$ cat src/rtl/core/ole_pkg.sv
// ---------------------------------------------------------------------------
// Ordered list engine package
// Operation and status codes, controller states and the command and status
// words exchanged between the controller and the datapath.
// ---------------------------------------------------------------------------
package ole_pkg;

  localparam int DEPTH_DEFAULT = 64;

  localparam logic [2:0] OP_INS_HEAD = 3'd0;
  localparam logic [2:0] OP_INS_TAIL = 3'd1;
  localparam logic [2:0] OP_INS_POS  = 3'd2;
  localparam logic [2:0] OP_RM_HEAD  = 3'd3;
  localparam logic [2:0] OP_RM_TAIL  = 3'd4;
  localparam logic [2:0] OP_RM_VALUE = 3'd5;
  localparam logic [2:0] OP_RM_POS   = 3'd6;
  localparam logic [2:0] OP_SEARCH   = 3'd7;

  localparam logic [2:0] ST_OK       = 3'd0;
  localparam logic [2:0] ST_EMPTY    = 3'd1;
  localparam logic [2:0] ST_BADPOS   = 3'd2;
  localparam logic [2:0] ST_NOTFOUND = 3'd3;
  localparam logic [2:0] ST_FULL     = 3'd4;

  typedef enum logic [3:0] {
    S_IDLE,
    S_DECODE,
    S_SHUP_PRIME,
    S_SHUP,
    S_WRITE,
    S_READ,
    S_RM_GRAB,
    S_RM_SHIFT,
    S_SR_CMP
  } state_t;

  typedef enum logic [2:0] {
    IDX_HOLD,
    IDX_ZERO,
    IDX_COUNT,
    IDX_LAST,
    IDX_POS,
    IDX_INC,
    IDX_DEC
  } idx_op_t;

  typedef enum logic [1:0] {
    AT_ZERO,
    AT_COUNT,
    AT_POS
  } at_sel_t;

  typedef enum logic [2:0] {
    RA_IDX,
    RA_DEC,
    RA_DEC2,
    RA_INC,
    RA_INC2
  } ra_sel_t;

  typedef enum logic [1:0] {
    RV_ZERO,
    RV_RDATA,
    RV_HOLD
  } rv_sel_t;

  typedef enum logic [1:0] {
    CNT_HOLD,
    CNT_INC,
    CNT_DEC
  } cnt_op_t;

  typedef struct packed {
    logic       load;
    idx_op_t    idx_op;
    logic       at_ld;
    at_sel_t    at_sel;
    logic       rd;
    ra_sel_t    ra_sel;
    logic       wr;
    logic       wr_value;
    logic       grab;
    logic       finish;
    logic [2:0] status;
    logic       use_found;
    rv_sel_t    rv_sel;
    cnt_op_t    cnt_op;
  } cmd_t;

  typedef struct packed {
    logic [2:0] op;
    logic       full;
    logic       cnt_zero;
    logic       pos_gt_cnt;
    logic       pos_ge_cnt;
    logic       idx_eq_at;
    logic       idx_eq_at1;
    logic       inc1_lt_cnt;
    logic       inc2_lt_cnt;
    logic       match;
  } stat_t;

endpackage

$ cat src/rtl/core/ole_ctrl.sv
// ---------------------------------------------------------------------------
// Ordered list engine controller
// Decodes each request and sequences the memory walks that search the list
// and open or close a gap in it, one entry per cycle.
// ---------------------------------------------------------------------------
module ole_ctrl (
  input  logic           clk,
  input  logic           rst,
  input  logic           start,
  output logic           busy,
  input  ole_pkg::stat_t stat,
  output ole_pkg::cmd_t  cmd
);

  ole_pkg::state_t state, state_next;

  always_ff @(posedge clk) begin
    if (rst) begin
      state <= ole_pkg::S_IDLE;
    end else begin
      state <= state_next;
    end
  end

  assign busy = (state != ole_pkg::S_IDLE);

  always_comb begin
    state_next    = state;
    cmd.load      = 1'b0;
    cmd.idx_op    = ole_pkg::IDX_HOLD;
    cmd.at_ld     = 1'b0;
    cmd.at_sel    = ole_pkg::AT_ZERO;
    cmd.rd        = 1'b0;
    cmd.ra_sel    = ole_pkg::RA_IDX;
    cmd.wr        = 1'b0;
    cmd.wr_value  = 1'b0;
    cmd.grab      = 1'b0;
    cmd.finish    = 1'b0;
    cmd.status    = ole_pkg::ST_OK;
    cmd.use_found = 1'b0;
    cmd.rv_sel    = ole_pkg::RV_ZERO;
    cmd.cnt_op    = ole_pkg::CNT_HOLD;
    case (state)
      ole_pkg::S_IDLE: begin
        if (start) begin
          cmd.load   = 1'b1;
          state_next = ole_pkg::S_DECODE;
        end
      end
      ole_pkg::S_DECODE: begin
        if (stat.op inside {ole_pkg::OP_INS_HEAD, ole_pkg::OP_INS_TAIL,
                            ole_pkg::OP_INS_POS}) begin
          if (stat.full) begin
            cmd.finish = 1'b1;
            cmd.status = ole_pkg::ST_FULL;
            state_next = ole_pkg::S_IDLE;
          end else if (stat.op == ole_pkg::OP_INS_POS && stat.pos_gt_cnt) begin
            cmd.finish = 1'b1;
            cmd.status = ole_pkg::ST_BADPOS;
            state_next = ole_pkg::S_IDLE;
          end else begin
            cmd.idx_op = ole_pkg::IDX_COUNT;
            cmd.at_ld  = 1'b1;
            if (stat.op == ole_pkg::OP_INS_HEAD) begin
              cmd.at_sel = ole_pkg::AT_ZERO;
            end else if (stat.op == ole_pkg::OP_INS_TAIL) begin
              cmd.at_sel = ole_pkg::AT_COUNT;
            end else begin
              cmd.at_sel = ole_pkg::AT_POS;
            end
            state_next = ole_pkg::S_SHUP_PRIME;
          end
        end else if (stat.op == ole_pkg::OP_SEARCH) begin
          if (stat.cnt_zero) begin
            cmd.finish = 1'b1;
            cmd.status = ole_pkg::ST_NOTFOUND;
            state_next = ole_pkg::S_IDLE;
          end else begin
            cmd.idx_op = ole_pkg::IDX_ZERO;
            state_next = ole_pkg::S_READ;
          end
        end else if (stat.cnt_zero) begin
          cmd.finish = 1'b1;
          cmd.status = ole_pkg::ST_EMPTY;
          state_next = ole_pkg::S_IDLE;
        end else begin
          case (stat.op)
            ole_pkg::OP_RM_HEAD: begin
              cmd.idx_op = ole_pkg::IDX_ZERO;
              state_next = ole_pkg::S_READ;
            end
            ole_pkg::OP_RM_TAIL: begin
              cmd.idx_op = ole_pkg::IDX_LAST;
              state_next = ole_pkg::S_READ;
            end
            ole_pkg::OP_RM_VALUE: begin
              cmd.idx_op = ole_pkg::IDX_ZERO;
              state_next = ole_pkg::S_READ;
            end
            default: begin
              if (stat.pos_ge_cnt) begin
                cmd.finish = 1'b1;
                cmd.status = ole_pkg::ST_BADPOS;
                state_next = ole_pkg::S_IDLE;
              end else begin
                cmd.idx_op = ole_pkg::IDX_POS;
                state_next = ole_pkg::S_READ;
              end
            end
          endcase
        end
      end
      ole_pkg::S_SHUP_PRIME: begin
        if (stat.idx_eq_at) begin
          state_next = ole_pkg::S_WRITE;
        end else begin
          cmd.rd     = 1'b1;
          cmd.ra_sel = ole_pkg::RA_DEC;
          state_next = ole_pkg::S_SHUP;
        end
      end
      ole_pkg::S_SHUP: begin
        cmd.wr     = 1'b1;
        cmd.idx_op = ole_pkg::IDX_DEC;
        if (stat.idx_eq_at1) begin
          state_next = ole_pkg::S_WRITE;
        end else begin
          cmd.rd     = 1'b1;
          cmd.ra_sel = ole_pkg::RA_DEC2;
        end
      end
      ole_pkg::S_WRITE: begin
        cmd.wr       = 1'b1;
        cmd.wr_value = 1'b1;
        cmd.finish   = 1'b1;
        cmd.cnt_op   = ole_pkg::CNT_INC;
        state_next   = ole_pkg::S_IDLE;
      end
      ole_pkg::S_READ: begin
        cmd.rd = 1'b1;
        if (stat.op == ole_pkg::OP_SEARCH || stat.op == ole_pkg::OP_RM_VALUE) begin
          state_next = ole_pkg::S_SR_CMP;
        end else begin
          state_next = ole_pkg::S_RM_GRAB;
        end
      end
      ole_pkg::S_RM_GRAB: begin
        cmd.grab = 1'b1;
        if (stat.inc1_lt_cnt) begin
          cmd.rd     = 1'b1;
          cmd.ra_sel = ole_pkg::RA_INC;
          state_next = ole_pkg::S_RM_SHIFT;
        end else begin
          cmd.finish = 1'b1;
          cmd.rv_sel = ole_pkg::RV_RDATA;
          cmd.cnt_op = ole_pkg::CNT_DEC;
          state_next = ole_pkg::S_IDLE;
        end
      end
      ole_pkg::S_RM_SHIFT: begin
        cmd.wr     = 1'b1;
        cmd.idx_op = ole_pkg::IDX_INC;
        if (stat.inc2_lt_cnt) begin
          cmd.rd     = 1'b1;
          cmd.ra_sel = ole_pkg::RA_INC2;
        end else begin
          cmd.finish = 1'b1;
          cmd.rv_sel = ole_pkg::RV_HOLD;
          cmd.cnt_op = ole_pkg::CNT_DEC;
          state_next = ole_pkg::S_IDLE;
        end
      end
      ole_pkg::S_SR_CMP: begin
        if (stat.match) begin
          if (stat.op == ole_pkg::OP_SEARCH) begin
            cmd.finish    = 1'b1;
            cmd.use_found = 1'b1;
            state_next    = ole_pkg::S_IDLE;
          end else begin
            cmd.grab = 1'b1;
            if (stat.inc1_lt_cnt) begin
              cmd.rd     = 1'b1;
              cmd.ra_sel = ole_pkg::RA_INC;
              state_next = ole_pkg::S_RM_SHIFT;
            end else begin
              cmd.finish = 1'b1;
              cmd.rv_sel = ole_pkg::RV_RDATA;
              cmd.cnt_op = ole_pkg::CNT_DEC;
              state_next = ole_pkg::S_IDLE;
            end
          end
        end else if (stat.inc1_lt_cnt) begin
          cmd.rd     = 1'b1;
          cmd.ra_sel = ole_pkg::RA_INC;
          cmd.idx_op = ole_pkg::IDX_INC;
        end else begin
          cmd.finish = 1'b1;
          cmd.status = ole_pkg::ST_NOTFOUND;
          state_next = ole_pkg::S_IDLE;
        end
      end
      default: begin
        state_next = ole_pkg::S_IDLE;
      end
    endcase
  end

endmodule

$ cat src/rtl/core/ole_dp.sv
// ---------------------------------------------------------------------------
// Ordered list engine datapath
// Entry memory, entry count, walk index and result registers, with the
// compares that the controller needs.
// ---------------------------------------------------------------------------
module ole_dp #(
  parameter int DEPTH = ole_pkg::DEPTH_DEFAULT,
  localparam int CW = $clog2(DEPTH + 1)
) (
  input  logic                 clk,
  input  logic                 rst,
  input  ole_pkg::cmd_t        cmd,
  output ole_pkg::stat_t       stat,
  input  logic [2:0]           op,
  input  logic signed [31:0]   value,
  input  logic [CW-1:0]        position,
  output logic                 done,
  output logic [2:0]           status,
  output logic [CW-1:0]        found_position,
  output logic signed [31:0]   removed_value,
  output logic [CW-1:0]        count
);

  localparam int AW = $clog2(DEPTH);

  logic signed [31:0] mem [DEPTH];
  logic [2:0]         op_q;
  logic signed [31:0] value_q;
  logic [CW-1:0]      pos_q;
  logic [CW-1:0]      cnt;
  logic [CW-1:0]      cnt_next;
  logic [CW-1:0]      idx;
  logic [CW-1:0]      idx_next;
  logic [CW-1:0]      at;
  logic [CW-1:0]      ra;
  logic signed [31:0] rdata;
  logic signed [31:0] hold;
  logic signed [31:0] wd;
  logic [CW:0]        idx_w;
  logic [CW:0]        cnt_w;

  assign idx_w = {1'b0, idx};
  assign cnt_w = {1'b0, cnt};

  assign stat.op          = op_q;
  assign stat.full        = (cnt == CW'(DEPTH));
  assign stat.cnt_zero    = (cnt == '0);
  assign stat.pos_gt_cnt  = (pos_q > cnt);
  assign stat.pos_ge_cnt  = (pos_q >= cnt);
  assign stat.idx_eq_at   = (idx == at);
  assign stat.idx_eq_at1  = (idx_w == ({1'b0, at} + (CW+1)'(1)));
  assign stat.inc1_lt_cnt = ((idx_w + (CW+1)'(1)) < cnt_w);
  assign stat.inc2_lt_cnt = ((idx_w + (CW+1)'(2)) < cnt_w);
  assign stat.match       = (rdata == value_q);

  always_comb begin
    case (cmd.ra_sel)
      ole_pkg::RA_DEC:  ra = idx - CW'(1);
      ole_pkg::RA_DEC2: ra = idx - CW'(2);
      ole_pkg::RA_INC:  ra = idx + CW'(1);
      ole_pkg::RA_INC2: ra = idx + CW'(2);
      default:          ra = idx;
    endcase
  end

  always_comb begin
    case (cmd.idx_op)
      ole_pkg::IDX_ZERO:  idx_next = '0;
      ole_pkg::IDX_COUNT: idx_next = cnt;
      ole_pkg::IDX_LAST:  idx_next = cnt - CW'(1);
      ole_pkg::IDX_POS:   idx_next = pos_q;
      ole_pkg::IDX_INC:   idx_next = idx + CW'(1);
      ole_pkg::IDX_DEC:   idx_next = idx - CW'(1);
      default:            idx_next = idx;
    endcase
  end

  always_comb begin
    case (cmd.cnt_op)
      ole_pkg::CNT_INC: cnt_next = cnt + CW'(1);
      ole_pkg::CNT_DEC: cnt_next = cnt - CW'(1);
      default:          cnt_next = cnt;
    endcase
  end

  assign wd = cmd.wr_value ? value_q : rdata;

  always_ff @(posedge clk) begin
    if (cmd.wr) begin
      mem[idx[AW-1:0]] <= wd;
    end
  end

  always_ff @(posedge clk) begin
    if (cmd.rd) begin
      rdata <= mem[ra[AW-1:0]];
    end
  end

  always_ff @(posedge clk) begin
    if (cmd.load) begin
      op_q    <= op;
      value_q <= value;
      pos_q   <= position;
    end
    idx <= idx_next;
    if (cmd.at_ld) begin
      case (cmd.at_sel)
        ole_pkg::AT_COUNT: at <= cnt;
        ole_pkg::AT_POS:   at <= pos_q;
        default:           at <= '0;
      endcase
    end
    if (cmd.grab) begin
      hold <= rdata;
    end
    if (cmd.finish) begin
      status         <= cmd.status;
      found_position <= cmd.use_found ? (idx + CW'(1)) : '0;
      count          <= cnt_next;
      case (cmd.rv_sel)
        ole_pkg::RV_RDATA: removed_value <= rdata;
        ole_pkg::RV_HOLD:  removed_value <= hold;
        default:           removed_value <= '0;
      endcase
    end
  end

  always_ff @(posedge clk) begin
    if (rst) begin
      cnt  <= '0;
      done <= 1'b0;
    end else begin
      done <= cmd.finish;
      if (cmd.finish) begin
        cnt <= cnt_next;
      end
    end
  end

  a_no_grow_when_full: assert property (@(posedge clk) disable iff (rst)
    (cmd.finish && cmd.cnt_op == ole_pkg::CNT_INC) |-> !stat.full)
    else $error("Count raised on a full list.");

  a_no_shrink_when_empty: assert property (@(posedge clk) disable iff (rst)
    (cmd.finish && cmd.cnt_op == ole_pkg::CNT_DEC) |-> !stat.cnt_zero)
    else $error("Count lowered on an empty list.");

  a_write_in_range: assert property (@(posedge clk) disable iff (rst)
    cmd.wr |-> (idx < CW'(DEPTH)))
    else $error("Memory write beyond the list depth.");

  a_done_single: assert property (@(posedge clk) disable iff (rst)
    done |=> !done)
    else $error("Result strobe held for two cycles.");

endmodule

$ cat src/rtl/core/ordered_list_engine.sv
// ---------------------------------------------------------------------------
// Ordered list engine
// Ordered list of up to DEPTH signed 32-bit values with insert, remove and
// search requests, one request at a time.
// ---------------------------------------------------------------------------
// A request word (op, value, position) is taken at a rising edge with start
// high and busy low. busy stays high until the result is issued. Each result
// word (status, found_position, removed_value, count) is on its ports for
// one cycle with done high; the receiver cannot stall it, and busy is
// already low in that cycle, so a new request may be taken there.
// The time from the accepting edge to the cycle with done high depends on
// the entry count n and the target position p, and is set by the entry
// memory, which moves one entry per cycle:
//   rejected request (full, empty, bad position, search on empty): decode only
//   insert at p: shifts the n - p entries from p upward, then writes
//   remove at p: shifts the n - p - 1 entries above p down
//   search or remove by value: walks to the match at index k, plus the
//   shift as above on a removal; walks all n entries when nothing matches
// One request is in flight at a time; the next is taken once busy is low.
// Synchronous reset empties the list at once; entry contents are left as
// they are and are never read before they are written.
// ---------------------------------------------------------------------------
module ordered_list_engine #(
  parameter int DEPTH = ole_pkg::DEPTH_DEFAULT,
  localparam int CW = $clog2(DEPTH + 1)
) (
  input  logic                 clk,
  input  logic                 rst,
  input  logic                 start,
  output logic                 busy,
  input  logic [2:0]           op,
  input  logic signed [31:0]   value,
  input  logic [CW-1:0]        position,
  output logic                 done,
  output logic [2:0]           status,
  output logic [CW-1:0]        found_position,
  output logic signed [31:0]   removed_value,
  output logic [CW-1:0]        count
);

  ole_pkg::cmd_t  cmd;
  ole_pkg::stat_t stat;

  ole_ctrl u_ctrl (
    .clk   (clk),
    .rst   (rst),
    .start (start),
    .busy  (busy),
    .stat  (stat),
    .cmd   (cmd)
  );

  ole_dp #(
    .DEPTH (DEPTH)
  ) u_dp (
    .clk            (clk),
    .rst            (rst),
    .cmd            (cmd),
    .stat           (stat),
    .op             (op),
    .value          (value),
    .position       (position),
    .done           (done),
    .status         (status),
    .found_position (found_position),
    .removed_value  (removed_value),
    .count          (count)
  );

endmodule
$ cat config.mk
export PLATFORM = sky130hd
export DESIGN_NAME = ordered_list_engine
export DESIGN_NICKNAME = d
export VERILOG_FILES = /design/src/rtl/core/ole_pkg.sv /design/src/rtl/core/ole_ctrl.sv /design/src/rtl/core/ole_dp.sv /design/src/rtl/core/ordered_list_engine.sv
export SDC_FILE = /design/constraint.sdc
export NUM_CORES = 2
export LEC_CHECK = 0
export BUFFER_PORTS_ARGS = -buffer_cell sky130_fd_sc_hd__buf_2
export CAP_MARGIN = 20
export CORE_MARGIN = 3
export CORE_UTILIZATION = 31
export DETAILED_ROUTE_END_ITERATION = 7
export PLACE_DENSITY = 0.42
export SETUP_SLACK_MARGIN = 0.5
export SLEW_MARGIN = 20
export SYNTH_ARGS = -nofsm -noshare
export SYNTH_HDL_FRONTEND = slang
export SYNTH_SLANG_ARGS = --single-unit
$ cat constraint.sdc
create_clock -name clk -period 6.8 [get_ports clk]
set_input_delay 0 -clock clk [delete_from_list [all_inputs] [get_ports clk]]
set_output_delay 0 -clock clk [all_outputs]
set_load 0.03 [all_outputs]
==> results.sh <==
export IMPL_cts_root_buf="clkbuf_16"
export IMPL_setup_viol=0
export IMPL_synthFlopType="edfxtp_1"
export IMPL_track_usage=0.208
export IMPL_hold_viol=0
export IMPL_finalWorstSetupSlack_ps=712
export IMPL_cts_tree="done"
export IMPL_num_rows=194
export IMPL_max_cap_violations=0
export IMPL_ys_top_cells_by_count="edfxtp_1, nand2_1, mux4_2"
export IMPL_cts_buffers=245
export IMPL_status="finished, final reports clean"
export IMPL_leakage_nw=33.2
export IMPL_power_share_switching=0.330
export IMPL_dp_hpwl_mm=190
export IMPL_fp_coreArea_mm2=0.281
export IMPL_switchingPower_mw=13.1
export IMPL_htree_levels=4
export IMPL_yosys_top_cells_area="edfxtp_1, mux4_2, nand2_1"
export IMPL_routed_via_density=5.33
export IMPL_gp_congestion=0.864
export IMPL_clk_pin_slew_ps=60
export IMPL_fin_cells=9351
export IMPL_portBuffers=95
export IMPL_rrSetupSlack_ps=710
export IMPL_dr_pass1_iters=6
export IMPL_async_flop_share=0
export IMPL_yosysWarnings=0
export IMPL_grt_overflow=0
export IMPL_dpl_cell_count=8802
export IMPL_synth_edff_count=2217
export IMPL_grt_pass1_wl_mm=423
export IMPL_pre_cts_ws_ps=38.4
export IMPL_fmax_mhz=164
export IMPL_synth_most_common_cell="edfxtp_1"
export IMPL_power_mw=39.9
export IMPL_slew_headroom=0.229
export IMPL_die_h_um=539
export IMPL_ys_ff_latch=2229
export IMPL_grt_max_degree=82
export IMPL_synth_cell_types=76
export IMPL_ys_seq_area_frac=0.760
export IMPL_powerDensity_mw_per_mm2=385
export IMPL_min_path_type="in -> reg"
export IMPL_setup_tns_final_ps=0
export IMPL_synth_avg_cell_area_um2=17.7
export IMPL_startpoint_type="flop"
export IMPL_pin_count=96
export IMPL_critPathMaxFanout=20
export IMPL_drt_first_iter_violations=5882
export IMPL_arrival_ps=6690
export IMPL_seq_power_share=0.413
export IMPL_rsz0062_at_grt="yes"
export IMPL_drv_slew=0
export IMPL_vias=49800
export IMPL_finClkSkew_ps=69.1
export IMPL_drive_above_1_share=0.217
export IMPL_fillers=26100
export IMPL_fin_nets=5512
export IMPL_syn_area_mm2=0.0879
export IMPL_synth_largest_area_cell="edfxtp_1"
export IMPL_combPwrFrac=0.271
export IMPL_die_w_um=539
export IMPL_crit_required_ps=7400
export IMPL_syn_num_nets=5041
export IMPL_critPathCaptureType="flop"
export IMPL_antenna_found_initial=20
export IMPL_finalCriticalPeriod_ps=6090
export IMPL_syn_to_final_growth_pct=17.8
export IMPL_wl_mm=309
export IMPL_tightest_slew_ps=1160
export IMPL_grt_pass1_vias=48900
export IMPL_setup_worst_path_class="reg -> reg"
export IMPL_wl_per_cell_um=33.0
export IMPL_insertion_delay_ps=920
export IMPL_synth_cells=4957
export IMPL_clockBufferDepth=4
export IMPL_ir_worst_vdd_mv=0.238
export IMPL_start_util=0.313
export IMPL_period_share=0.895
export IMPL_antenna_left=0
export IMPL_die_area_mm2=0.290
export IMPL_drc=0
export IMPL_power_frac_clock=0.316
export IMPL_synthDominantCellAreaShare=0.757
export IMPL_p_int_mw=26.7
export IMPL_cts_sinks=2229
[path summary, 6_finish.rpt]
kind                                            to                     from  cells after the start
setup / recovery           u_dp.rdata[5]$_DFFE_PP_    u_dp.idx[1]$_DFFE_PP_                     19
hold / removal          u_dp.value_q[28]$_DFFE_PP_                value[28]                      3
setup reg to reg           u_dp.rdata[5]$_DFFE_PP_    u_dp.idx[1]$_DFFE_PP_                     19
hold reg to reg   u_dp.removed_value[28]$_DFFE_PP_  u_dp.hold[28]$_DFFE_PP_                      2
[logic make-up after synthesis]
logic type,after synthesis,synth area share
buffers and inverters,310,0.0182
XOR/XNOR,66,0.00666
adder cells (fa/ha/maj),39,0.00563
AO/OA/AOI/OAI,580,0.0468
AND/OR/NAND/NOR,1245,0.0602
multiplexers,488,0.103
flip-flops,2229,0.760
[power by group through the flow]
stage	clock network, mW	registers, mW	logic [mW]
after global placement	0	16.7	10.7
after CTS	12.9	16.4	10.9
after floorplan	0	16.7	5.41
after global routing	13.4	16.5	11.3
final	12.6	16.5	10.8
after detailed placement	0	16.7	10.7
[registers in the layout, summed over array words and instances, names as in the netlist, 3 cells and up]
name,count
u_dp.mem,2048
u_dp.hold,32
u_dp.rdata,32
u_dp.removed_value,32
u_dp.value_q,32
u_dp.at,7
u_dp.cnt,7
u_dp.count,7
u_dp.found_position,7
u_dp.idx,7
u_dp.pos_q,7
u_ctrl.state,4
u_dp.op_q,3
u_dp.status,3
[metrics by stage]
stage | instance area (µm²) | hold slack (ps) | util
after floorplan | 87900 | 72.8 | -
after global placement | 95000 | 180 | 0.338
after detailed placement | 95100 | 178 | 0.338
after CTS | 103000 | 282 | 0.368
after global routing | 104000 | 327 | 0.369
final | 104000 | 352 | 0.369
[worst max-delay path: stages, from the launching register on]
cell	delay, ps
edfxtp_1	340
buf_4	240
ha_1	280
nand3_1	140
xor2_2	290
inv_1	110
ha_1	290
nand3_1	120
o31ai_2	570
o21ai_1	210
a21oi_4	400
xnor2_4	180
buf_12	160
buf_12	210
buf_12	220
buf_4	250
mux4_2	550
mux2i_2	510
o22ai_1	430
a2bb2oi_1	240
[timing repair]
action                                 in CTS  in global routing
pin swaps                                   3                  1
endpoints found under the hold margin      74                  0
setup buffers                              10                  3
gates resized for setup                     4                 10
setup endpoints to repair                  12                 19
hold buffers                               88                  0
[area by class of cell]
type	instances	area, µm²	area share
multi-input cells	2418	20300	0.196
repair buffers	508	4330	0.0418
clock inverters	136	980	0.00945
clock buffers	301	6440	0.0621
well taps	3724	4660	0.0450
flip-flops and latches	2229	66800	0.645
diodes	9	22.5	0.000217
inverters	26	98.8	0.000954
[per-layer routing]
| metal | wire length (µm) | track usage |
|---|---|---|
| met5 | 13 | 0 |
| met4 | 10400 | 0.0695 |
| met1 | 137000 | 0.298 |
| met2 | 142000 | 0.324 |
| met3 | 19000 | 0.0299 |
[layout by cell type, fill, tap and decap left out, types with 10 or more instances in the layout]
cell type      instances
buf_2                 95
mux2i_1              120
a32oi_1               52
nand4_1               31
o22a_1                10
inv_1                 25
clkinv_2              39
o211ai_1              13
dfxtp_1               12
mux4_2               329
xor2_1                44
edfxtp_1            2217
a21oi_1               83
nor2_1               117
nor4_1                11
a311oi_1              27
ha_1                  38
clkbuf_16            249
a211oi_1              11
o21ai_0               31
clkbuf_1              51
mux2_2                33
dlygate4sd3_1         88
and3_1                53
buf_12                41
xnor2_1               19
o22ai_1               28
a31oi_1              129
nor3_1                18
nor2_4                70
buf_4                280
bufinv_16             14
clkinv_1              74
nand2_1              746
a22oi_1               82
nand3_1              144
Note: power is estimated with default switching activity, not from simulation.
